## src/srr_pkg.sv

```systemverilog
`timescale 1ns / 1ps
// Shared types and constants for the sprite row renderer.
// No dependencies; every other file of the block but srr_ram imports this package.
package srr_pkg;

  localparam int SPRITE_SIZE  = 16;
  localparam int PIXEL_W      = 3;
  localparam int ROW_W        = SPRITE_SIZE * PIXEL_W;
  localparam int ADDR_FIELD_W = 14;
  localparam int QUEUE_DEPTH  = 4;
  localparam int CFG_INDEX_W  = 2;
  localparam int CFG_DATA_W   = 9;

  // Configuration register indexes
  localparam logic [CFG_INDEX_W-1:0] REG_FLIP_X        = 2'd0;
  localparam logic [CFG_INDEX_W-1:0] REG_FLIP_Y        = 2'd1;
  localparam logic [CFG_INDEX_W-1:0] REG_SCREEN_WIDTH  = 2'd2;
  localparam logic [CFG_INDEX_W-1:0] REG_SCREEN_HEIGHT = 2'd3;

  // Item modes
  localparam logic MODE_LOAD = 1'b0;
  localparam logic MODE_DRAW = 1'b1;

  typedef struct packed {
    logic              mode;
    logic [13:0]       load_address;
    logic [ROW_W-1:0]  load_pixels;
    logic [7:0]        pos_y_byte;
    logic [7:0]        attr_a;
    logic [7:0]        attr_b;
    logic [7:0]        pos_x_byte;
    logic [3:0]        row;
  } srr_in_t;

  typedef struct packed {
    logic [7:0] pixel_x;
    logic [7:0] pixel_y;
    logic [5:0] pixel_value;
    logic       last;
  } srr_out_t;

  typedef struct packed {
    logic       flip_x;
    logic       flip_y;
    logic [8:0] screen_width;
    logic [8:0] screen_height;
  } srr_cfg_t;

  // Command passed from the front end to the back end through the queue
  typedef struct packed {
    logic                    is_load;
    logic [ADDR_FIELD_W-1:0] addr;    // tile store row, already wrapped
    logic [ROW_W-1:0]        pixels;  // load data
    logic [7:0]              x;       // screen column of sprite column 0
    logic [7:0]              y;       // screen line
    logic [SPRITE_SIZE-1:0]  mask;    // columns inside the clip window
    logic [2:0]              colour;
    logic                    fx;      // effective horizontal flip
  } srr_cmd_t;

endpackage

```

## src/srr_queue.sv

```systemverilog
`timescale 1ns / 1ps
// Short command queue between the front end and the back end.
// Depends on srr_pkg.
module srr_queue
  import srr_pkg::*;
(
  input  logic     clk,
  input  logic     rst,
  input  logic     push,
  input  srr_cmd_t push_data,
  output logic     full,
  input  logic     pop,
  output logic     head_valid,
  output srr_cmd_t head
);

  localparam int PTR_W = $clog2(QUEUE_DEPTH);

  srr_cmd_t         slots [QUEUE_DEPTH];
  logic [PTR_W-1:0] wr_ptr;
  logic [PTR_W-1:0] rd_ptr;
  logic [PTR_W:0]   count;

  assign full       = (count == (PTR_W+1)'(QUEUE_DEPTH));
  assign head_valid = (count != '0);
  assign head       = slots[rd_ptr];

  always_ff @(posedge clk) begin
    if (rst) begin
      wr_ptr <= '0;
      rd_ptr <= '0;
      count  <= '0;
    end else begin
      if (push) begin
        wr_ptr <= wr_ptr + 1'b1;
      end
      if (pop) begin
        rd_ptr <= rd_ptr + 1'b1;
      end
      if (push && !pop) begin
        count <= count + 1'b1;
      end else if (pop && !push) begin
        count <= count - 1'b1;
      end
    end
  end

  always_ff @(posedge clk) begin
    if (push) begin
      slots[wr_ptr] <= push_data;
    end
  end

  a_count_bound: assert property (@(posedge clk) disable iff (rst)
    count <= (PTR_W+1)'(QUEUE_DEPTH)) else $error("queue count overflow");
  a_pop_nonempty: assert property (@(posedge clk) disable iff (rst)
    pop |-> head_valid) else $error("pop from empty queue");
  a_push_grows: assert property (@(posedge clk) disable iff (rst)
    push && !pop |=> count == $past(count) + 1'b1) else $error("push lost");

endmodule

```

## config.mk

```make
export PLATFORM = sky130hd
export DESIGN_NAME = srr_queue
export DESIGN_NICKNAME = d
export VERILOG_FILES = /design/src/srr_pkg.sv /design/src/srr_queue.sv
export SDC_FILE = /design/constraint.sdc
export NUM_CORES = 1
export LEC_CHECK = 0
export ABC_CLOCK_PERIOD_IN_PS = 4400
export BUFFER_PORTS_ARGS = -buffer_cell sky130_fd_sc_hd__buf_2
export CORE_MARGIN = 4
export CORE_UTILIZATION = 50
export CTS_CLUSTER_SIZE = 28
export DETAILED_ROUTE_END_ITERATION = 16
export PLACE_DENSITY = 0.78
export SETUP_SLACK_MARGIN = 0.5
export SLEW_MARGIN = 20
export SYNTH_ARGS = -nofsm -noshare
export SYNTH_HDL_FRONTEND = slang
export SYNTH_SLANG_ARGS = --single-unit
```

## constraint.sdc

```tcl
create_clock -name clk -period 4.4 [get_ports clk]
set_input_delay 0.44 -clock clk [delete_from_list [all_inputs] [get_ports clk]]
set_output_delay 0.44 -clock clk [all_outputs]
set_load 0.01 [all_outputs]
```

==> out/results.txt <==
Setup violations remaining at the end of the flow were counted as 0. The run finished with clean final reports. The via count is 6589. For this design, the sink count on the clock tree is 405.

Of all nets on the critical path, the largest fanout is 40. Final period demand of the worst path: 2.98 ns. The worst hold path belongs to the class primary input to flop. The row count is 62, and the top cell type's share of synthesized area is 81.0%.

The arrival time at the worst endpoint is 2.54 ns. The proportion of total power due to net switching was 21.5%. Measured against its own limit, the worst slew margin works out to 36.9%. In this run, distinct cell masters in the synthesized netlist total 21. The design draws 8.36 mW. Measured along the x axis, the die boundary spans 179 µm. Chip height: 179 µm.

The analysis attributes to net switching a power of 1.80 mW. For this run, the leading register cell type out of synthesis is sky130_fd_sc_hd__edfxtp_1. After detailed routing, the number of remaining DRC violations is 0. Type of the worst setup path: flop to primary output. Hold repair after CTS inserted 0 buffers.

The utilization of the core after routing was 60.3%. The synthesis-to-layout area growth was 18.5%; the count of antenna-violating nets left after detailed routing was 0. First-pass GRT wire length: 40800 µm. The logs give 0 for the count of final hold-check violations and 0.698 for the global placement routability congestion. Startpoint of the worst-slack reg-to-reg timing path: wr_ptr[0].

Traced cell by cell, the critical path runs through buf_12 -> mux4_2 -> buf_2. The tools report the iteration count of the initial detailed-routing pass as 5. The tools report the total congestion overflow after global routing as 0. The timing endpoint of the critical path was head[72].

The core region is 28900 µm². Once the floorplan was initialized, standard cells occupied 50.9% of the core. The logs give 54.0% for the share of power burned in registers and 900 for the number of nets in the layout. The depth of the worst register-to-register path was 4. For the number of clock buffers inserted by TritonCTS, the log shows 40.

The internal portion of the total power is 6.56 mW. The insertion delay to the later sink of the worst-skew pair was 0.51 ns. The half-perimeter wire length of the detailed placement result was 16100 µm; the part of the total power dissipated in combinational logic was 9.3%. The finished cells cover 17400 µm².

In the final timing run, aggregate negative setup slack is 0 ns. Cell type with the largest total area after synthesis: sky130_fd_sc_hd__edfxtp_1. The tools report the worst IR drop on VDD as 352 µV. After synthesis, flip-flops and latches occupy 82.2% of the total area.

The maximum cell stage delay along the critical path was 0.83 ns. Based on the critical path, the design can be clocked at up to 336 MHz. The commonest cells after synthesis are sky130_fd_sc_hd__edfxtp_1 (396), sky130_fd_sc_hd__mux4_2 (99), sky130_fd_sc_hd__buf_2 (10). During placement, the flow inserted port buffers numbering 203. The analysis attributes to cell leakage a power of 5.82 nW. For the endpoint required time on the critical path, the log shows 3.96 ns.

The tools report the total of max-cap violations as 0. The floorplan step defined a die boundary enclosing 32200 µm². The proportion of synthesized area in mux cells works out to 15.3%. The synthesized design contains 396 enable-type register cells.

After detailed routing, the number of vias per cell comes to 5.46. The number of pins with negative max-slew slack in the final report is 0. Cells with a size suffix above 1 make up 44.7% of the layout.

Entering global routing, the biggest net connects 89 pins. The tools report the iteration-0 DRC count of the detailed router as 454. The final routed wire length divided by cell count works out to 22.6 µm. Setup repair after global routing left no endpoint under its margin. Once the clock tree was built, the resizer swapped 0 gates to a different size. The number of antenna violations at the first check in global routing was 7; the clock tree skew after final layout was 0.00842 ns. The root buffer cell chosen for the clock tree is sky130_fd_sc_hd__clkbuf_16.

Summing the areas of all compound-gate instances in the mapped netlist gives 0.0682% of the synthesized area. During I/O placement, the number of pins put on the boundary was 204. The run gives 36.7% as the share of power burned in the clock network. STA classifies the critical path endpoint as a primary output. Via count of the first global-routing pass: 7095. The cell with the largest stage delay on the worst path was sky130_fd_sc_hd__dfxtp_4.

For the cell area after technology mapping, the log shows 14700 µm². The logs give 2 for the H-tree depth and 2.37 ns for the worst reg-to-reg setup slack. Each instance of the synthesized netlist takes up on average 26.2 µm². The worst register-to-register path ends at slots[2][60]. The period utilization was 67.6%; the number of warning messages in the yosys log was 0.

The synthesized netlist devotes 0.511% of its cell area to simple gates. Wires add up to 27300 µm. After technology mapping, the gate count stands at 561.

By area, the combinational part of the netlist is dominated by multiplexers. The synthesized netlist devotes 0.563% of its cell area to adder and majority cells. After synthesis, the cell types taking the most area are sky130_fd_sc_hd__edfxtp_1 (81%), sky130_fd_sc_hd__mux4_2 (15%), sky130_fd_sc_hd__dfxtp_1 (1.2%).

The xor and xnor area share after synthesis is 0.298%, and the proportion of synthesized flip-flops having asynchronous set or reset is 0%. In this run, synthesis produced a sequential element count of 405. At the pin with the least slew margin, the transition time is 0.946 ns. sky130_fd_sc_hd__edfxtp_1 is the most common cell in the netlist. STA classifies the critical path startpoint as a flop. Clock-pin slew was measured on the worst setup and hold paths at 0.06 ns. The post-synthesis net count was 670; the power density over the cells was 480 nW/µm². The aggregate global-route resource usage came out at 16.9%. Buffers inserted during post-CTS setup optimization: 0. TritonCTS built the clock tree. The cell area after placement was 16200 µm². Counting along the longest clock path gives a buffer depth of 3.
## flip-flops by register name, indices dropped and copies added, names as in the netlist, named ones only
name	cells
count	3
slots	396
rd_ptr	2
wr_ptr	2
## how the worst min path moves through the flow
stage	from	end	cells past startpoint
final	push_data[28]	slots[1][28]	1
after global routing	push_data[34]	slots[2][34]	1
after CTS	push_data[74]	slots[1][74]	1
after detailed placement	count[2]	count[2]	2
after global placement	count[2]	count[2]	2
after floorplan	count[2]	count[2]	2
## logic make-up (layout without fill, tap and decap cells)
group                    Yosys count  count (layout)
AND/OR/NAND/NOR                   15              15
flip-flops                       405             405
buffers and inverters             27             287
other                              0               1
multiplexers                     101             101
AO/OA/AOI/OAI                      2               2
XOR/XNOR                           5               5
adder cells (fa/ha/maj)            6               6
## critical path: cells and delay by family (launching register included)
family,cells,cell delay [ns]
flip-flops,1,0.83
buffers and inverters,2,0.56
multiplexers,1,0.58
## power by group through the flow
stage | Clock [mW] | Combinational (mW) | Sequential (mW)
2_1_floorplan | 0 | 0.482 | 4.56
3_3_place_gp | 0 | 0.772 | 4.59
3_5_place_dp | 0 | 0.787 | 4.60
4_1_cts | 3.15 | 0.792 | 4.52
5_1_grt | 3.31 | 0.837 | 4.53
6_report | 3.07 | 0.774 | 4.52
## final cells by class
| class | instances | area (µm²) |
|---|---|---|
| timing repair buffer | 211 | 1150 |
| clock buffer | 53 | 1100 |
| tap | 384 | 480 |
| multi-input combinational | 129 | 2470 |
| fill | 2035 | 11500 |
| antenna | 1 | 2.50 |
| inverter | 4 | 15.0 |
| clock inverter | 19 | 92.6 |
| sequential | 405 | 12100 |
## routing by layer
| metal | vias up | track usage [%] | routed length (µm) |
|---|---|---|---|
| met5 | - | 0 | 79 |
| met4 | 12 | 3.62 | 423 |
| met3 | 43 | 5.48 | 2230 |
| met2 | 214 | 28.5 | 13900 |
| met1 | 3439 | 21.9 | 10700 |
| li1 | 2881 | - | - |
## cells in the final DEF, fill, tap and decap left out, drive strengths merged
master,instances
a21oi,1
and2,4
buf,211
clkbuf,53
clkinv,15
clkinvlp,2
dfxtp,9
diode,1
edfxtp,396
fa,1
ha,5
inv,6
mux2i,2
mux4,99
nand2,1
nor2,7
nor3b,1
o21ai,1
or3,2
xnor2,2
xor2,3
## stage by stage
| step | hold WS (ns) | setup slack, ns | instances |
|---|---|---|---|
| after floorplan | 0.461 | 1.10 | 561 |
| after global placement | 0.477 | 1.86 | 1133 |
| after detailed placement | 0.498 | 1.87 | 1133 |
| after CTS | 0.114 | 1.32 | 1205 |
| after global routing | 0.119 | 1.18 | 1205 |
| final | 0.141 | 1.42 | 1206 |
No activity file was read; power rests on OpenSTA's default activity.
