**src/srr_pkg.sv**
```systemverilog
`timescale 1ns / 1ps
// Shared types and constants for the sprite row renderer.
// No dependencies; every other file of the block but srr_ram imports this package.
package srr_pkg;

  localparam int SPRITE_SIZE  = 16;
  localparam int PIXEL_W      = 3;
  localparam int ROW_W        = SPRITE_SIZE * PIXEL_W;
  localparam int ADDR_FIELD_W = 14;
  localparam int QUEUE_DEPTH  = 4;
  localparam int CFG_INDEX_W  = 2;
  localparam int CFG_DATA_W   = 9;

  // Configuration register indexes
  localparam logic [CFG_INDEX_W-1:0] REG_FLIP_X        = 2'd0;
  localparam logic [CFG_INDEX_W-1:0] REG_FLIP_Y        = 2'd1;
  localparam logic [CFG_INDEX_W-1:0] REG_SCREEN_WIDTH  = 2'd2;
  localparam logic [CFG_INDEX_W-1:0] REG_SCREEN_HEIGHT = 2'd3;

  // Item modes
  localparam logic MODE_LOAD = 1'b0;
  localparam logic MODE_DRAW = 1'b1;

  typedef struct packed {
    logic              mode;
    logic [13:0]       load_address;
    logic [ROW_W-1:0]  load_pixels;
    logic [7:0]        pos_y_byte;
    logic [7:0]        attr_a;
    logic [7:0]        attr_b;
    logic [7:0]        pos_x_byte;
    logic [3:0]        row;
  } srr_in_t;

  typedef struct packed {
    logic [7:0] pixel_x;
    logic [7:0] pixel_y;
    logic [5:0] pixel_value;
    logic       last;
  } srr_out_t;

  typedef struct packed {
    logic       flip_x;
    logic       flip_y;
    logic [8:0] screen_width;
    logic [8:0] screen_height;
  } srr_cfg_t;

  // Command passed from the front end to the back end through the queue
  typedef struct packed {
    logic                    is_load;
    logic [ADDR_FIELD_W-1:0] addr;    // tile store row, already wrapped
    logic [ROW_W-1:0]        pixels;  // load data
    logic [7:0]              x;       // screen column of sprite column 0
    logic [7:0]              y;       // screen line
    logic [SPRITE_SIZE-1:0]  mask;    // columns inside the clip window
    logic [2:0]              colour;
    logic                    fx;      // effective horizontal flip
  } srr_cmd_t;

endpackage

```
**src/srr_front.sv**
```systemverilog
`timescale 1ns / 1ps
// Front end: accepts input items, decodes sprite entries, clips and builds commands.
// Depends on srr_pkg.
module srr_front
  import srr_pkg::*;
#(
  parameter int TILE_COUNT = 1024
) (
  input  srr_cfg_t cfg,
  input  logic     in_valid,
  output logic     in_stall,
  input  srr_in_t  in_item,
  input  logic     q_full,
  output logic     push,
  output srr_cmd_t cmd
);

  localparam int CODE_MAX = 1023;
  localparam int TW       = $clog2(TILE_COUNT);
  localparam int Q_BITS   = $clog2(CODE_MAX / TILE_COUNT + 1);

  // Restoring reduction of a 10-bit code modulo the tile count
  function automatic logic [TW-1:0] tile_wrap(input logic [9:0] code);
    logic [10:0] r;
    r = {1'b0, code};
    for (int i = Q_BITS - 1; i >= 0; i--) begin
      if (r >= 11'(TILE_COUNT << i)) begin
        r = r - 11'(TILE_COUNT << i);
      end
    end
    return r[TW-1:0];
  endfunction

  logic [9:0]        code;
  logic [9:0]        code_sel;
  logic [TW-1:0]     tile;
  logic              fx;
  logic              fy;
  logic [3:0]        gy;
  logic [3:0]        row_sel;
  logic [8:0]        sw;
  logic [8:0]        sh;
  logic signed [10:0] y_base;
  logic signed [10:0] sy;
  logic signed [10:0] x_base;
  logic signed [10:0] col_x [SPRITE_SIZE];
  logic [SPRITE_SIZE-1:0] mask;
  logic              visible;

  assign code = {in_item.attr_b[4], in_item.attr_b[7:5], in_item.attr_a[5:0]};
  assign fx   = cfg.flip_x ^ in_item.attr_a[6];
  assign fy   = cfg.flip_y ^ in_item.attr_a[7];
  assign gy   = fy ? ~in_item.row : in_item.row;
  assign sw   = (cfg.screen_width  > 9'd256) ? 9'd256 : cfg.screen_width;
  assign sh   = (cfg.screen_height > 9'd256) ? 9'd256 : cfg.screen_height;

  // One wrap unit serves both the load address and the draw tile code
  assign code_sel = (in_item.mode == MODE_LOAD) ? in_item.load_address[13:4] : code;
  assign row_sel  = (in_item.mode == MODE_LOAD) ? in_item.load_address[3:0]  : gy;
  assign tile     = tile_wrap(code_sel);

  always_comb begin
    y_base = cfg.flip_y ? ($signed({3'b000, in_item.pos_y_byte}) - 11'sd8)
                        : (11'sd232 - $signed({3'b000, in_item.pos_y_byte}));
    sy     = y_base + $signed({7'b0000000, in_item.row});
    x_base = cfg.flip_x ? (11'sd240 - $signed({3'b000, in_item.pos_x_byte}))
                        : $signed({3'b000, in_item.pos_x_byte});
    for (int c = 0; c < SPRITE_SIZE; c++) begin
      col_x[c] = x_base + $signed(11'(c));
      mask[c]  = (col_x[c] >= 11'sd16) &&
                 ((col_x[c] + 11'sd16) < $signed({2'b00, sw}));
    end
    visible = (in_item.pos_y_byte != 8'd0) && (in_item.pos_x_byte != 8'd0) &&
              (sy >= 11'sd0) && (sy < $signed({2'b00, sh}));
  end

  assign in_stall = q_full;
  // Drop disabled and vertically clipped sprites here
  assign push     = in_valid && !q_full && ((in_item.mode == MODE_LOAD) || visible);

  always_comb begin
    cmd.is_load = (in_item.mode == MODE_LOAD);
    cmd.addr    = ADDR_FIELD_W'({tile, row_sel});
    cmd.pixels  = in_item.load_pixels;
    cmd.x       = x_base[7:0];
    cmd.y       = sy[7:0];
    cmd.mask    = mask;
    cmd.colour  = in_item.attr_b[2:0];
    cmd.fx      = fx;
  end

endmodule

```
**config.mk**
```make
export PLATFORM = sky130hd
export DESIGN_NAME = srr_front
export DESIGN_NICKNAME = d
export VERILOG_FILES = /design/src/srr_pkg.sv /design/src/srr_front.sv
export SDC_FILE = /design/constraint.sdc
export NUM_CORES = 1
export LEC_CHECK = 0
export BUFFER_PORTS_ARGS = -buffer_cell sky130_fd_sc_hd__buf_2
export CAP_MARGIN = 15
export CORE_UTILIZATION = 45
export DETAILED_ROUTE_END_ITERATION = 10
export PLACE_DENSITY = 0.72
export SLEW_MARGIN = 15
export SYNTH_ARGS = -nofsm -noshare
export SYNTH_HDL_FRONTEND = slang
export SYNTH_SLANG_ARGS = --single-unit
export TNS_END_PERCENT = 1
```
**constraint.sdc**
```tcl
create_clock -name vclk -period 11
set_clock_uncertainty 0.2 [all_clocks]
set_input_delay 2.2 -clock vclk [all_inputs]
set_output_delay 2.2 -clock vclk [all_outputs]
set_load 0.005 [all_outputs]
```
==> results.ini, run 1 <==
[run_status]
status=completed

[sta]
finalSetupViolCount=0
tns_ns=0
max_freq_mhz=105.0
report.final.slew_viol_count=0
relSlewSlack=0.4000
post-route-period-util=0.8658
worst_slew_pin_slew_ns=0.9000
grt_setup_unrepaired=false
post-route-min-period_ns=9.523
finalHoldViolations=0

[detailed_routing]
drtPass1Iterations=5
drtIter0Drc=516
avgViaCountPerCell=5.658
ant_nets=0
wl_mm=19.86
vias=6852
post_drt_wl_per_cell_um=16.40
drcViolationCount=0

[yosys]
synthCells=945
syn_area_per_cell_sq_um=7.473
syn_nets=1238
syn_area_sq_um=7062
synth_warnings=0
synth.distinct_cells=73
yosysSeqAreaShare=0

[cells_and_area]
final_common_cell=ha_1
multi_input_area_sq_um=6256
clockBufferCount=0
fin_nets=1295
nFillCells=1528
layout_common_cells=ha_1 (171), buf_2 (119), xnor2_1 (101)
seq_cell_count=0
register_area_sq_um=0
final_util=0.4941
antenna_cells=0
drive_above_1_share=0.1750
stdcell_area_sq_um=7540
area_growth_pct=6.768
post_layout_nonfiller_instances=1211

[placement]
placed_cells=1211
port_buffers=119
dpl.hpwl_mm=15.59
placed_cell_area_sq_um=7540
place.gp.congestion=0.9528

[global_routing]
grtUsageTotal=0.2431
overflow=0
grt_max_degree=30
grt_pass1_wl_mm=31.94
grt_pass1_vias=6298
antenna_found_initial=0

[critical_path]
critPathTopFamily=buffers and inverters
critPathKind=in -> out
path_buf_inv=7
critPathRequiredTime_ns=8.60
cp_data_arrival_time_ns=7.12
path_max_fanout=17
cp_cell_sequence=buf_2 > inv_1 > ha_1 > buf_4 > nor3b_2 > nand2_1 > xnor2_2 > inv_1 > ha_1 > buf_4 > inv_1 > a21o_1 > xnor2_1 > ha_1 > ha_1 > a21oi_1 > o21ai_0 > a21oi_1 > nor2_1 > a2111oi_0 > buf_2
start_kind=primary input
cp-end-kind=output port
slowest_stage=a2111oi_0
cpMostUsedCell=ha_1
slowest_delay_ns=0.73

[floorplan]
ios=222
die_h_um=127.3
std_cell_rows=45
start_util=0.4628
dieWidth_um=127.3
coreArea_sq_um=15260
dieArea_sq_um=16200

[power_and_ir_drop]
p_leak_uw=0.003578
powerDensity_nw_per_um2=89.48
max-vdd-ir-drop_mv=0.03112
total_power_uw=674.7

[clock_network]
cts_resized=0
postCtsSetupRepairBufs=0
cts_hold_buffers=0

[job]
maxCapViolCount=0

[hold_path]
min_path_type=in -> out

==> path summary, 6_finish.rpt <==
path | to | startpoint | depth (start not counted) | slack [ns]
setup / recovery | cmd[9] | in_item[4] | 21 | 1.48
hold / removal | cmd[1] | in_item[12] | 0 | 4.20
==> power breakdown <==
group          total, uW  switching [uW]  internal, uW
Sequential             0               0             0
Clock                  0               0             0
Combinational        675             378           296
==> synthesized netlist by cell type (all sizes together) (2+ instances only) <==
cell type,n,area (sq um)
o22ai,4,25.02
xnor2,106,969.7
nand3b,2,15.01
or3b,2,17.52
o211ai,3,22.52
a2111oi,7,67.56
a32oi,2,25.03
or2,2,12.51
nor2,48,180.2
nor4,6,37.54
a21oi,62,310.3
a41oi,2,17.52
mux2,16,180.2
a21o,28,210.2
nor3b,3,27.52
clkinv,2,7.510
and3,3,18.77
o21ai,40,200.2
or4,2,15.01
or3,3,18.77
a221oi,2,17.52
o311ai,3,26.28
and2,3,18.77
buf,68,486.7
ha,171,2140
nand4,16,100.1
a2bb2oi,2,17.52
a211oi,12,95.09
nor2b,11,68.82
o31ai,6,45.04
inv,71,266.5
nand3,36,180.2
maj3,2,21.27
a31o,2,17.52
clkbuf,16,60.06
nand2,74,277.8
nand2b,11,68.82
a311oi,2,17.52
a31oi,11,68.82
nor3,21,105.1
o21a,4,30.03
xor2,42,375.4
==> kinds of logic after synthesis <==
| logic type | Yosys count | share of synthesized area |
|---|---|---|
| AO/OA/AOI/OAI | 202 | 0.1875 |
| XOR/XNOR | 148 | 0.1905 |
| adder cells (fa/ha/maj) | 174 | 0.3088 |
| buffers and inverters | 157 | 0.1162 |
| multiplexers | 17 | 0.02693 |
| AND/OR/NAND/NOR | 247 | 0.1701 |
==> final cells by class <==
type                            instances  area share
Inverter                               73     0.03634
Timing Repair Buffer                  139     0.09890
Tap cell                              211     0.03501
Multi-Input combinational cell        788      0.8297
==> per-stage QoR <==
stage / setup WS [ns] / hold WS (ns)
6_report: 1.477 / 4.200
4_1_cts: 1.535 / 4.200
3_3_place_gp: 1.548 / 4.200
3_5_place_dp: 1.541 / 4.200
2_1_floorplan: 1.870 / 4.281
5_1_grt: 1.152 / 4.200
==> layer usage <==
metal	part of all wire	track usage
met1	0.46	0.3499
met2	0.44	0.3976
met3	0.081	0.01717
met4	0.015	0.04482
met5	0	0
Power figures use the tool's default switching activity.
==> run 2: changes to the inputs <==
==> constraint.sdc (replaced) <==
create_clock -name vclk -period 11.8
set_clock_uncertainty 0.2 [all_clocks]
set_input_delay 2.36 -clock vclk [all_inputs]
set_output_delay 2.36 -clock vclk [all_outputs]
set_load 0.005 [all_outputs]
==> results.ini, run 2 (synthesis results as in run 1) <==
[job]
maxCapViolCount=0  ; unchanged

[cells_and_area]
register_area_sq_um=0  ; unchanged
seq_cell_count=0  ; unchanged
drive_above_1_share=0.1717  ; -0.003313
clockBufferCount=0  ; unchanged
multi_input_area_sq_um=6256  ; unchanged
fin_nets=1291  ; -0.31%
area_growth_pct=6.343
nFillCells=1525  ; -0.20%
layout_common_cells=ha_1 (171), buf_2 (119), xnor2_1 (101)
final_common_cell=ha_1
antenna_cells=0  ; unchanged

[detailed_routing]
drcViolationCount=0  ; unchanged
post_drt_wl_per_cell_um=15.90  ; -3.0%
drtPass1Iterations=5  ; unchanged
drtIter0Drc=401  ; -22%
avgViaCountPerCell=5.597  ; -1.1%
wl_mm=19.20  ; -3.3%
vias=6756  ; -1.4%
ant_nets=0  ; unchanged

[critical_path]
path_max_fanout=17  ; unchanged
cp_data_arrival_time_ns=7.43  ; +0.31 ns
start_kind=primary input
cp-end-kind=output port
critPathRequiredTime_ns=9.24  ; +0.64 ns
critPathKind=in -> out

[floorplan]
std_cell_rows=45  ; unchanged
start_util=0.4628  ; unchanged
ios=222  ; unchanged
dieWidth_um=127.3  ; unchanged
dieArea_sq_um=16200  ; unchanged
coreArea_sq_um=15260  ; unchanged
die_h_um=127.3  ; unchanged

[sta]
grt_setup_unrepaired=false
max_freq_mhz=100.1
finalSetupViolCount=0  ; unchanged
tns_ns=0  ; unchanged
relSlewSlack=0.3818  ; -0.01815
post-route-period-util=0.8465
report.final.slew_viol_count=0  ; unchanged
worst_slew_pin_slew_ns=0.9250  ; +0.02499 ns
finalHoldViolations=0  ; unchanged
whs_ns=4.520  ; +0.3200 ns
post-route-min-period_ns=9.989

[global_routing]
grt_pass1_wl_mm=31.44  ; -1.6%
grt_max_degree=30  ; unchanged
overflow=0  ; unchanged
grtUsageTotal=0.2370  ; -0.006122
antenna_found_initial=0  ; unchanged
grt_pass1_vias=6270  ; -0.44%

[power_and_ir_drop]
powerDensity_nw_per_um2=82.92  ; -7.3%
p_leak_uw=0.003558  ; -0.56%
max-vdd-ir-drop_mv=0.02864  ; -8.0%

[clock_network]
cts_hold_buffers=0  ; unchanged
postCtsSetupRepairBufs=0  ; unchanged
cts_resized=0  ; unchanged

[placement]
dpl.hpwl_mm=15.08  ; -3.3%
place.gp.congestion=0.9493  ; -0.37%
port_buffers=119  ; unchanged

[run_status]
status=completed

[hold_path]
min_path_type=in -> out
hold_path_depth=0  ; unchanged

[run 2: cell type report]
class | count | area share
Multi-Input combinational cell | 788 | 0.8331
Timing Repair Buffer | 135 | 0.09530
Inverter | 73 | 0.03649
Tap cell | 211 | 0.03515
[run 2: power breakdown]
group,switching [uW],internal [uW],total (uW),leakage (uW)
clock network,0,0,0,0
logic,348,274,623,0.00356
registers,0,0,0,0
[run 2: through the flow]
| stage | setup slack, ns | utilization | area [sq um] | total power (uW) | instances |
|---|---|---|---|---|---|
| 6_report | 1.811 | 0.4922 | 7510 | 622.7 | 1207 |
| 5_1_grt | 1.351 | 0.4922 | 7510 | 710.8 | 1207 |
| 4_1_cts | 1.914 | 0.4922 | 7510 | 620.7 | 1207 |
| 3_5_place_dp | 1.934 | 0.4922 | 7510 | 616.3 | 1207 |
| 3_3_place_gp | 1.851 | 0.4922 | 7510 | 602.2 | 1207 |
| 2_1_floorplan | 2.350 | - | 7062 | 468.8 | 945 |
[run 2: path summary, 6_finish.rpt]
kind | startpoint | endpoint | slack, ns
worst max-delay path | in_item[4] | cmd[9] | 1.81
worst min-delay path | in_item[12] | cmd[1] | 4.52
[run 2: metal layers]
layer / global-route usage / wire length (um) / up-vias
met5: 0 / 0 / -
met4: 0.03431 / 233 / 0
met3: 0.01926 / 1430 / 22
met2: 0.3870 / 8344 / 259
met1: 0.3434 / 9188 / 3091
li1: - / - / 3384
[run 2: critical path, cell delays in order]
cell       delay, ns
buf_2           0.23
inv_1           0.13
ha_1            0.41
nor3b_2         0.42
nand2_1         0.15
xnor2_2         0.18
inv_1           0.21
ha_1            0.59
inv_1           0.30
a21o_1          0.23
xnor2_1         0.27
ha_1            0.29
ha_1            0.29
a21oi_1         0.13
o21ai_0         0.09
a21oi_1         0.16
nor2_1          0.06
a2111oi_0       0.65
buf_2           0.24
==> run 3: changes to the inputs <==
--- a/config.mk
+++ b/config.mk
@@ -9,7 +9,7 @@
 export CAP_MARGIN = 15
 export CORE_UTILIZATION = 45
 export DETAILED_ROUTE_END_ITERATION = 10
-export PLACE_DENSITY = 0.72
+export PLACE_DENSITY = 0.75
 export SLEW_MARGIN = 15
 export SYNTH_ARGS = -nofsm -noshare
 export SYNTH_HDL_FRONTEND = slang
==> constraint.sdc (replaced) <==
create_clock -name vclk -period 8.4
set_clock_uncertainty 0.2 [all_clocks]
set_input_delay 1.68 -clock vclk [all_inputs]
set_output_delay 1.68 -clock vclk [all_outputs]
set_load 0.005 [all_outputs]
==> results.ini, run 3 (synthesis results as in run 1) <==
[cells_and_area]
layout_common_cells=ha_1 (171), buf_2 (119), xnor2_1 (101)
clockBufferCount=0  ; unchanged
drive_above_1_share=0.1801  ; +0.008413
stdcell_area_sq_um=7587  ; +1.0%
nFillCells=1523  ; -0.13%
area_growth_pct=7.442
fin_nets=1300  ; +0.70%
antenna_cells=0  ; unchanged
register_area_sq_um=0  ; unchanged
seq_cell_count=0  ; unchanged
final_common_cell=ha_1
final_util=0.4973  ; +0.005084

[sta]
relSlewSlack=0.3697  ; -0.01212
tns_ns=0  ; unchanged
finalHoldViolations=0  ; unchanged
finalWorstSetupSlack_ns=0.4836  ; -1.327 ns
grt_setup_unrepaired=false
report.final.slew_viol_count=0  ; unchanged
post-route-min-period_ns=7.916
post-route-period-util=0.9424
finalSetupViolCount=0  ; unchanged
worst_slew_pin_slew_ns=0.9454  ; +0.02043 ns
max_freq_mhz=126.3

[critical_path]
cp-end-kind=output port
path_max_fanout=7  ; -10
cp_data_arrival_time_ns=6.04  ; -1.39 ns
critPathKind=in -> out
critPathRequiredTime_ns=6.52  ; -2.72 ns
start_kind=primary input

[global_routing]
antenna_found_initial=0  ; unchanged
grt_pass1_vias=6309  ; +0.62%
grt_pass1_wl_mm=31.39  ; -0.15%
grt_max_degree=30  ; unchanged
overflow=0  ; unchanged
grtUsageTotal=0.2377  ; +0.0006939

[placement]
place.gp.congestion=0.9262  ; -2.4%
placed_cell_area_sq_um=7577  ; +0.90%
port_buffers=119  ; unchanged
place_ws_ns=0.3298  ; -1.604 ns
dpl.hpwl_mm=15.41  ; +2.2%

[run_status]
status=completed

[detailed_routing]
wl_mm=19.45  ; +1.3%
ant_nets=0  ; unchanged
avgViaCountPerCell=5.571  ; -0.48%
drtPass1Iterations=4  ; -1
drtIter0Drc=397  ; -1.0%
post_drt_wl_per_cell_um=15.99  ; +0.55%
drcViolationCount=0  ; unchanged
vias=6774  ; +0.27%

[power_and_ir_drop]
powerDensity_nw_per_um2=116.4  ; +40%
total_power_uw=883.3  ; +42%
max-vdd-ir-drop_mv=0.05376  ; +88%
p_leak_uw=0.003606  ; +1.3%

[hold_path]
min_path_type=in -> out

[floorplan]
ios=222  ; unchanged
start_util=0.4628  ; unchanged
die_h_um=127.3  ; unchanged
dieWidth_um=127.3  ; unchanged
std_cell_rows=45  ; unchanged
dieArea_sq_um=16200  ; unchanged
coreArea_sq_um=15260  ; unchanged

[job]
maxCapViolCount=0  ; unchanged

[clock_network]
cts_hold_buffers=0  ; unchanged

run 3: cell count changes in the layout (fill, tap and decap cells not counted):
cell	change
a21oi_1	-1
a21oi_2	+1
buf_4	+9
nor3b_2	-1
nor3b_4	+1
run 3: final timing paths:
path	from	end	slack [ns]	cells past startpoint
worst max-delay path	in_item[5]	cmd[15]	0.48	22
worst min-delay path	in_item[12]	cmd[1]	3.16	0
run 3: cell type report:
| cell class | count | area [sq um] | share of cell area |
|---|---|---|---|
| Tap cell | 211 | 264.0 | 0.03480 |
| Inverter | 73 | 274.0 | 0.03611 |
| Timing Repair Buffer | 144 | 783.3 | 0.1032 |
| Multi-Input combinational cell | 788 | 6266 | 0.8259 |
run 3: routing by layer:
metal  global-route usage  share of wire  wire length, um  vias to the layer above
met2               0.3886           0.44             8515                      208
met5                    0              0                0                        -
met1               0.3398           0.48             9321                     3136
met4              0.03571          0.017              325                        0
li1                     -              -                -                     3395
met3              0.02554          0.066             1286                       35
run 3: report_power, final:
group	total [uW]	leakage, uW	switching [uW]	internal (uW)
Clock	0	0	0	0
Sequential	0	0	0	0
Combinational	883	0.00361	491	392
run 3: repair_timing:
action,CTS,global route
setup endpoints to repair,0,1
setup buffers,0,0
resized for setup,0,2
run 3: metrics by stage:
| stage | hold WS (ns) | instances |
|---|---|---|
| floorplan | 3.241 | 945 |
| global placement | 3.160 | 1216 |
| detailed placement | 3.160 | 1216 |
| CTS | 3.160 | 1216 |
| global route | 3.160 | 1216 |
| finish | 3.160 | 1216 |
run 3: critical path: stages:
cell and delay [ns]:
buf_2 0.14, inv_1 0.08, ha_1 0.25, nor3b_4 0.31, nand2_1 0.13, xnor2_2 0.19
inv_1 0.18, ha_1 0.36, a21oi_2 0.25, xor2_1 0.28, inv_1 0.10, ha_1 0.25
xor2_1 0.17, ha_1 0.29, and4_1 0.20, nand2_1 0.06, a31oi_1 0.10, a211oi_2 0.28
o22ai_1 0.13, a2bb2oi_1 0.16, a211oi_1 0.26, buf_2 0.17
